===== src/design/scx_sqrt.sv =====
`default_nettype none
module scx_sqrt #(
  parameter int unsigned RW  = 34,
  parameter int unsigned SBW = 8
) (
  input  wire logic              clk_i,
  input  wire logic              rst_ni,
  input  wire logic              en_i,
  input  wire logic              valid_i,
  input  wire logic [2*RW-1:0]   rad_i,
  input  wire logic [SBW-1:0]    sb_i,
  output logic                   valid_o,
  output logic [RW-1:0]          root_o,
  output logic [SBW-1:0]         sb_o
);

  localparam int unsigned RMW = RW + 3;

  // one result bit per stage
  logic              valid_q [RW];
  logic [RMW-1:0]    rem_q   [RW];
  logic [RW-1:0]     root_q  [RW];
  logic [2*RW-1:0]   rest_q  [RW];
  logic [SBW-1:0]    sb_q    [RW];

  for (genvar k = 0; k < RW; k++) begin : g_stage
    logic           v_in;
    logic [RMW-1:0] rem_in, rem_sh, trial;
    logic [RW-1:0]  root_in;
    logic [2*RW-1:0] rest_in;
    logic [SBW-1:0] sb_in;
    logic           ge;

    if (k == 0) begin : g_first
      assign v_in    = valid_i;
      assign rem_in  = '0;
      assign root_in = '0;
      assign rest_in = rad_i;
      assign sb_in   = sb_i;
    end else begin : g_next
      assign v_in    = valid_q[k-1];
      assign rem_in  = rem_q[k-1];
      assign root_in = root_q[k-1];
      assign rest_in = rest_q[k-1];
      assign sb_in   = sb_q[k-1];
    end

    // bring down two radicand bits and try root*4+1
    always_comb begin
      rem_sh = {rem_in[RMW-3:0], rest_in[2*RW-1 -: 2]};
      trial  = RMW'({root_in, 2'b01});
      ge     = rem_sh >= trial;
    end

    always_ff @(posedge clk_i or negedge rst_ni) begin
      if (!rst_ni) begin
        valid_q[k] <= 1'b0;
      end else if (en_i) begin
        valid_q[k] <= v_in;
      end
    end

    always_ff @(posedge clk_i) begin
      if (en_i) begin
        rem_q[k]  <= ge ? rem_sh - trial : rem_sh;
        root_q[k] <= {root_in[RW-2:0], ge};
        rest_q[k] <= rest_in << 2;
        sb_q[k]   <= sb_in;
      end
    end
  end

  assign valid_o = valid_q[RW-1];
  assign root_o  = root_q[RW-1];
  assign sb_o    = sb_q[RW-1];

endmodule
`default_nettype wire


===== config.mk =====
export PLATFORM = sky130hd
export DESIGN_NAME = scx_sqrt
export DESIGN_NICKNAME = d
export VERILOG_FILES = /design/src/design/scx_sqrt.sv
export SDC_FILE = /design/constraint.sdc
export NUM_CORES = 2
export LEC_CHECK = 0
export BUFFER_PORTS_ARGS = -buffer_cell sky130_fd_sc_hd__buf_2
export CAP_MARGIN = 20
export CELL_PAD_IN_SITES_DETAIL_PLACEMENT = 1
export CELL_PAD_IN_SITES_GLOBAL_PLACEMENT = 1
export CORE_UTILIZATION = 50
export CTS_CLUSTER_SIZE = 25
export DETAILED_ROUTE_END_ITERATION = 10
export PLACE_DENSITY_LB_ADDON = 0.25
export RECOVER_POWER = 25
export SLEW_MARGIN = 5
export SYNTH_ARGS = -nofsm -noshare
export SYNTH_HDL_FRONTEND = slang
export SYNTH_MEMORY_MAX_BITS = 65536
export SYNTH_SLANG_ARGS = --single-unit

===== constraint.sdc =====
create_clock -name clk_i -period 8.88 [get_ports clk_i]
set_clock_uncertainty 0.15 [all_clocks]
set_input_delay 0.444 -clock clk_i [delete_from_list [all_inputs] [get_ports clk_i]]
set_output_delay 0.444 -clock clk_i [all_outputs]
set_load 0.01 [all_outputs]

==> reports/results.ini <==
[synth]
ys_seq_area_share_pct = 66.7
async_flop_share_pct = 1.09
ys_warn_count = 0
synth_cell_types = 95
synth_fp_nets = 11200
ys_ff_latch = 3125
synth_area_sq_um = 140000
postSynthAreaPerCell_sq_um = 13.4
synth_flop_cell = edfxtp_1
syn_inst = 10400
synth_edf_count = 3091

[layout]
multi_input_area_sq_um = 43200
area_growth_pct = 12.0
final_cell_mix = edfxtp_1 (3091), inv_1 (768), nand2_1 (750)
finalNetCount = 11600
finish.utilization_pct = 56.3
layout_commonest_cell = edfxtp_1
seqCellArea_sq_um = 93700
fill_cells = 27200
drive_above_1_share_pct = 7.58

[clock_network]
clock_latency_ns = 0.94
clock_path_buffers = 4
htree_levels = 5
cts_tree = built
path_clk_slew_ns = 0.06
cts_made_buffers = 337
clock-sinks = 3125
cts_setup_buffers = 0
root_buffer = clkbuf_16

[grt]
grt_overflow = 0
grt_pass1_vias = 88000
grt_pass1_wl_mm = 506
grt_usage_pct = 22.6
antenna_found_initial = 9
grt_max_degree = 195

[timing]
tns_ns = 0
setup_viol_count_final = 0
finalHoldViolations = 0
relSlewSlack_pct = 17.5
tightestPinTransition_ns = 1.24
finalCriticalPeriod_ns = 5.09
fin_crit_sh_pct = 57.3
finalMaxSlewViolations = 0
fmax_mhz = 197
rsz0062_at_grt = false

[detailed_routing]
post-route-drc-count = 0
dr.first_iter.drc_count = 5474
drt-total-wl_mm = 323
vias = 83000
firstDrtPassIters = 5
via_per_inst = 5.60
drt-wirelength-per-cell_microns = 21.8
ant_nets = 0

[worst_setup_path]
crit_chain = ha_1 -> o211a_1 -> o311a_1 -> nor3_1 -> o21ai_0 -> or2_2 -> a21oi_1 -> nor2_1 -> nor2_2 -> buf_4 -> clkinv_1 -> nand2b_1 -> nor3_1 -> xor2_1
endpoint_kind = flip-flop
cp-start-kind = flip-flop
max_stage_delay_ns = 0.54
cp_common_cell = nor3_1
rr_startpoint = rem_q[26][1]
crit_start = rem_q[26][1]
criticalPathCategory = flip-flop to flip-flop
cp.required_ns = 9.35
critical_path_arrival_ns = 5.56
crit_path_max_fanout = 51
slowest_stage = nor3_1

[pwr]
leakagePower_nw = 59.5
p_per_area_nw_per_um2 = 269
ir_drop_v = 0.000247
finalPower_w = 0.0423

[floorplanning]
die_height_microns = 532
die_w_microns = 532
ios = 123
start_util_pct = 50.3
die-area_sq_um = 283000
core_area_sq_um = 279000
num_rows = 194

[min_path]
min_from = sb_i[0]
hold_path_class = input pin to flip-flop

[status]
outcome = finished, final reports clean

[placed_design]
place.gp.congestion = 0.912
numPortBuffers = 122
hpwl_mm = 230

[job]
maxCapViolations = 0

-- cell usage after synthesis (171+ instances only) --
cell type	number	area [sq um]
edfxtp_1	3091	92800
o21ai_0	593	2970
a21o_1	273	2050
inv_1	768	2880
xor2_1	487	4270
nand2_1	750	2820
a21oi_1	596	2980
nor3_1	270	1350
nor2_1	557	2090
ha_1	631	7900
xnor2_1	469	4110
clkbuf_1	171	642
-- routing by layer --
metal | track usage (%) | wire [microns] | vias up
met2 | 40.2 | 165000 | 1328
met3 | 2.40 | 10200 | 566
met1 | 29.3 | 140000 | 41600
li1 | - | - | 39500
met5 | 0 | 20 | -
met4 | 6.42 | 8720 | 2
-- through the flow --
step / cell area [sq um] / hold WS, ns / setup slack (ns) / cells
finish: 157000 / 0.0827 / 3.79 / 14800
global placement: 146000 / 0.250 / 4.05 / 14100
CTS: 157000 / 0.00362 / 3.86 / 14800
global route: 157000 / 0.0445 / 3.45 / 14800
detailed placement: 146000 / 0.255 / 3.90 / 14100
floorplan: 140000 / -0.00159 / 5.04 / 10400
-- state kept, by name, summed over array words and instances (netlist names) --
signal,count
valid_o,1
rest_q,1122
g_stage.v_in,33
rem_q,1102
sb_q,272
root_q,595
-- critical path, delay by kind of cell (launching register included) --
kind | cells | cell delay [ns]
AOI/OAI and AO/OA | 4 | 1.23
and+or+nand+nor | 6 | 1.48
adders and majority gates | 1 | 0.40
DFF | 1 | 0.43
buffers and inverters | 2 | 0.91
xor gates and xnor gates | 1 | 0.15
-- power breakdown --
group          total (W)  switching (W)  leakage, nW  internal, W
logic            0.00865        0.00515         24.0      0.00350
clock network     0.0137        0.00581         5.20      0.00793
registers         0.0199        0.00128         30.2       0.0187
-- timing repair --
action | 4_1_cts | 5_1_grt
gates resized for setup | 0 | 0
endpoints found under the hold margin | 225 | 0
hold buffers | 83 | 0
-- cell families after synthesis --
family          Yosys count  share of synthesized area, %
flops                  3125                          66.7
mux                     125                         0.995
fa+ha+maj               631                          5.63
simple gates           2635                          9.29
xor+xnor                956                          5.97
compound gates         2007                          8.80
other cells               1                       0.00267
buf+inv                 962                          2.59
-- layout make-up --
cell class	count	area share [%]
flip-flops and latches	3125	59.6
multi-input cells	6355	27.5
clock buffers	412	5.60
well taps	3724	2.96
inverters	769	1.84
repair buffers	260	1.32
clock inverters	191	1.23
diodes	4	0.00637
-- worst paths after layout --
kind | slack [ns] | to | depth (start not counted)
max | 3.79 | rem_q[27][31] | 14
min | 0.08 | sb_q[0][0] | 2
max reg2reg | 3.79 | rem_q[27][31] | 14
min reg2reg | 0.24 | rest_q[25][56] | 0
max in group asynchronous | 7.98 | g_stage[25].v_in | 4
min in group asynchronous | 0.44 | g_stage[13].v_in | 4
Note: power is estimated with default switching activity, not from simulation.
