--- src/design/scx_pkg.sv ---
`default_nettype none
package scx_pkg;

  // default coordinate width
  localparam int unsigned COORD_WIDTH_DEF = 16;

  // fraction bits of the segment parameter t
  localparam int unsigned T_BITS = 16;

  // rounding offset for the point product
  localparam int unsigned T_HALF = 1 << (T_BITS - 1);

endpackage
`default_nettype wire

--- src/design/scx_div.sv ---
`default_nettype none
module scx_div #(
  parameter int unsigned AW  = 34,
  parameter int unsigned SBW = 8
) (
  input  wire logic                        clk_i,
  input  wire logic                        rst_ni,
  input  wire logic                        en_i,
  input  wire logic                        valid_i,
  input  wire logic [AW-1:0]               num_i,
  input  wire logic [AW-1:0]               den_i,
  input  wire logic [SBW-1:0]              sb_i,
  output logic                             valid_o,
  output logic [scx_pkg::T_BITS:0]         quo_o,
  output logic [SBW-1:0]                   sb_o
);

  localparam int unsigned QB  = scx_pkg::T_BITS + 1;
  localparam int unsigned RMW = AW + 1;

  // one quotient bit per stage, num <= den so the top bit is num == den
  logic            valid_q [QB];
  logic [RMW-1:0]  rem_q   [QB];
  logic [AW-1:0]   den_q   [QB];
  logic [QB-1:0]   quo_q   [QB];
  logic [SBW-1:0]  sb_q    [QB];

  for (genvar k = 0; k < QB; k++) begin : g_stage
    logic           v_in;
    logic [RMW-1:0] rem_x;
    logic [AW-1:0]  den_in;
    logic [QB-1:0]  quo_in;
    logic [SBW-1:0] sb_in;
    logic           ge;

    if (k == 0) begin : g_first
      assign v_in   = valid_i;
      assign rem_x  = {1'b0, num_i};
      assign den_in = den_i;
      assign quo_in = '0;
      assign sb_in  = sb_i;
    end else begin : g_next
      assign v_in   = valid_q[k-1];
      assign rem_x  = {rem_q[k-1][RMW-2:0], 1'b0};
      assign den_in = den_q[k-1];
      assign quo_in = quo_q[k-1];
      assign sb_in  = sb_q[k-1];
    end

    assign ge = rem_x >= {1'b0, den_in};

    always_ff @(posedge clk_i or negedge rst_ni) begin
      if (!rst_ni) begin
        valid_q[k] <= 1'b0;
      end else if (en_i) begin
        valid_q[k] <= v_in;
      end
    end

    always_ff @(posedge clk_i) begin
      if (en_i) begin
        rem_q[k] <= ge ? rem_x - {1'b0, den_in} : rem_x;
        den_q[k] <= den_in;
        quo_q[k] <= {quo_in[QB-2:0], ge};
        sb_q[k]  <= sb_in;
      end
    end
  end

  assign valid_o = valid_q[QB-1];
  assign quo_o   = quo_q[QB-1];
  assign sb_o    = sb_q[QB-1];

endmodule
`default_nettype wire

--- config.mk ---
export PLATFORM = sky130hd
export DESIGN_NAME = scx_div
export DESIGN_NICKNAME = d
export VERILOG_FILES = /design/src/design/scx_pkg.sv /design/src/design/scx_div.sv
export SDC_FILE = /design/constraint.sdc
export NUM_CORES = 2
export LEC_CHECK = 0
export BUFFER_PORTS_ARGS = -buffer_cell sky130_fd_sc_hd__buf_2
export CORE_MARGIN = 1.5
export CORE_UTILIZATION = 35
export DETAILED_ROUTE_END_ITERATION = 10
export SETUP_SLACK_MARGIN = 0.3
export SLEW_MARGIN = 5
export SYNTH_ARGS = -nofsm -noshare
export SYNTH_HDL_FRONTEND = slang
export SYNTH_SLANG_ARGS = --single-unit
export TNS_END_PERCENT = 100
--- constraint.sdc ---
create_clock -name clk_i -period 3.6 [get_ports clk_i]
set_clock_uncertainty 0.05 [all_clocks]
set_input_delay 0.9 -clock clk_i [delete_from_list [all_inputs] [get_ports clk_i]]
set_output_delay 0.9 -clock clk_i [all_outputs]
set_load 0.05 [all_outputs]
==> summary.md <==
## Synthesis
- Ys Warns: 0
- count of cell types in the netlist: 92
- sequential share of the synthesized area: 0.540
- most used flip-flop cell after synthesis: edfxtp_1
- number of instances in the synthesized netlist: 6794
- fraction of synthesis flops using an asynchronous set or reset pin: 0.0122
- Post-synth EDFFs: 1377
- summed instance area of the synthesized netlist: 0.0773 mm²
- post-synthesis average cell area: 11.4 µm²
- register bit count reported by yosys: 1394
- synthesized netlist net count: 7467

## STA
- share of the clock period used by the worst path after layout: 1.01
- Final setup viols: 15
- Setup Total Neg Slack: -170 ps
- final hold violation count: 0
- final slew viol count: 0
- minimum period implied by the final worst setup slack: 3630 ps
- transition time at the pin with the least slew margin: 660 ps
- fmax: 275 MHz
- remaining max-slew budget at the tightest pin: 0.556
- Setup WS post-layout: -34.9 ps
- RSZ-0062 raised after global routing: yes

## Layout
- area added between synthesis and finish: 29.0%
- Nets: 8585
- share of layout cells above drive strength 1: 0.268
- FILL cells: 19700
- final standard cell count with taps included and fillers excluded: 11000
- antenna fix cells: 0

## Power
- overall power after layout: 90.6 mW
- maximum VDD drop: 0.000426 V
- Pwr Density: 909 mW/mm²
- leakage power figure: 41.8 nW

## Die
- starting density of the core: 0.352
- overall die height: 473 µm
- # rows: 172
- Floorplan Core Area: 0.220 mm²
- DIE WIDTH: 473 µm
- IO Pins: 106
- area of the die: 0.224 mm²

## Critical path
- required time at the worst-slack endpoint: 4090 ps
- CP Class: reg2reg
- Worst Path Max Fanout: 11
- kind of end point of the critical path: flop
- data arrival time of the critical path: 4130 ps
- critical path launch point type: flop

## Clock network
- TritonCTS clock tree: built
- clock latency on the worst-skew pair: 820 ps
- level count of the clock H-tree: 4
- clock input transition at the sequential cells of the worst setup and hold paths: 60 ps
- Clock Tree Root: clkbuf_16
- Clock Sinks: 1394
- number of buffers on the longest clock path: 3
- number of buffers created by CTS: 160

## Routing
- DRT Pass-1 Iters: 5
- via count: 55200
- post-DR vias/cell: 5.02
- Antenna Violating Nets Remaining: 0
- Wirelength per Cell: 18.1 µm
- first-iteration detailed-routing DRC count: 2665
- total wire length after detailed routing: 199000 µm
- # DRC: 0

## GRT
- wire length of the first global-routing pass: 298000 µm
- number of global-route vias before repair: 56100
- antenna violations before repair: 0
- overflow left after global routing: 0
- total routing usage reported by global routing: 0.170
- maximum number of pins on one net before global-route repair: 101

## Job
- Max-Cap Viols: 0

## Status
- violations in the final reports: negative setup slack
- run status: finished, violations left

## Place
- number of buffers inserted by port buffering: 105
- cell total after placement: 10400
- Routability Congestion: 0.927
- detailed placement HPWL: 142000 µm

## Worst hold path
- Worst Hold Class: in2reg

[placed cells by master (no fill, tap or decap), types with 26 or more instances in the layout]
cell type,netlist,layout
edfxtp_1,1377,1377
buf_4,9,813
inv_1,713,686
ha_1,577,502
nand2_1,542,468
a21oi_1,510,453
o21ai_0,491,359
a21o_1,314,313
xnor2_1,269,268
nor2_1,268,232
xor2_1,217,216
clkbuf_16,0,174
mux2_4,0,125
nand3_1,111,106
buf_2,46,104
o21ai_2,0,102
nand4_1,90,90
buf_6,0,82
mux2_2,187,74
o21bai_1,75,73
nand2b_1,72,71
buf_12,0,67
ha_4,0,61
nor3_1,65,58
o21ai_1,42,56
nor2b_1,61,54
a21oi_2,0,51
o21a_1,45,45
and3_1,49,45
nand2_4,0,40
clkbuf_1,109,38
a31oi_1,47,35
nand2_2,0,34
buf_16,0,34
o211ai_1,28,28
clkinv_2,0,28
clkinv_1,0,28
a211oi_1,48,26
[report_power, final]
part           total (mW)  internal, mW  switching, mW
logic                48.3          24.1           24.2
registers            26.7          23.9           2.84
clock network        15.6          9.13           6.44
[layer usage]
metal | wire [µm] | share of wire | track usage | vias to the layer above
met3 | 6060 | 0.030 | 0.0241 | 635
li1 | - | - | - | 27100
met2 | 105000 | 0.53 | 0.323 | 1201
met5 | 0 | 0 | 0 | -
met1 | 69800 | 0.35 | 0.160 | 26300
met4 | 18600 | 0.093 | 0.139 | 0
[kinds of logic after synthesis]
| group | synth area share |
|---|---|
| muxes | 0.0298 |
| and+or+nand+nor | 0.0843 |
| xor gates and xnor gates | 0.0550 |
| DFF | 0.540 |
| buffers and inverters | 0.0442 |
| AOI/OAI and AO/OA | 0.149 |
| adders and majority gates | 0.0975 |
[synthesized netlist by cell type (all sizes together) (59+ instances only)]
master,instances,area (µm²)
o21bai,75,563
nand4,90,563
buf,59,313
clkbuf,112,424
nand2b,72,450
nand2,542,2030
mux2,199,2240
a21o,314,2360
a21oi,511,2570
ha,577,7220
nand3,111,556
nor3,65,325
nor2b,61,382
edfxtp,1377,41300
nor2,268,1010
o21ai,533,2670
inv,714,2680
xor2,217,1900
xnor2,269,2360
[sequential cells by signal, indices dropped and copies added, names as in the netlist]
| register | count |
|---|---|
| den_q | 544 |
| rem_q | 544 |
| quo_q | 153 |
| sb_q | 136 |
| g_stage.v_in | 16 |
| valid_o | 1 |
[critical path, cell delays in order (launching register included)]
cell and delay, ps:
edfxtp_1 430, ha_1 340, a21o_1 170, a21o_1 160, a21o_1 190, o2bb2ai_2 140, or3_4 390, a32o_2 340
a221o_1 360, a21oi_4 250, buf_12 200, mux2_4 310
[stage by stage]
step                       util  hold slack [ps]  cell area, µm²  worst slack (ps)
after global placement    0.396              350           87000              -368
final                     0.454              224           99700             -34.9
after global routing      0.454              162           99700             -99.7
after CTS                 0.443              137           97200             -22.5
after floorplan               -              350           77800              27.4
after detailed placement  0.396              355           87000              -347
[layout make-up]
| class | count | area [µm²] | share of cell area |
|---|---|---|---|
| Inverter | 714 | 2710 | 0.0272 |
| Clock inverter | 81 | 766 | 0.00768 |
| Timing Repair Buffer | 1127 | 10300 | 0.104 |
| Multi-Input combinational cell | 4515 | 36200 | 0.363 |
| Clock buffer | 203 | 4260 | 0.0427 |
| Sequential cell | 1394 | 41800 | 0.419 |
| Tap cell | 2958 | 3700 | 0.0371 |
[worst paths after layout]
| check | startpoint | end | slack, ps | depth (start not counted) |
|---|---|---|---|---|
| setup / recovery | rem_q[0][291] | rem_q[0][337] | -30 | 11 |
| hold / removal | sb_i[4] | sb_q[0][4] | 220 | 1 |
| setup reg to reg | rem_q[0][291] | rem_q[0][337] | -30 | 11 |
| hold reg to reg | quo_q[9][1] | quo_q[10][2] | 350 | 0 |
| max in group asynchronous | rst_ni | g_stage[8].v_in | 2720 | 2 |
| min in group asynchronous | rst_ni | g_stage[11].v_in | 510 | 2 |
[repair_timing]
item / 4_1_cts / 5_1_grt
cloned: 37 / 11
setup buffers: 182 / 76
pin swaps: 193 / 171
hold endpoints to repair: 17 / 0
endpoints found under the setup margin: 495 / 499
hold buffers: 1 / 0
resized for setup: 685 / 395
Note: power is estimated with default switching activity, not from simulation.
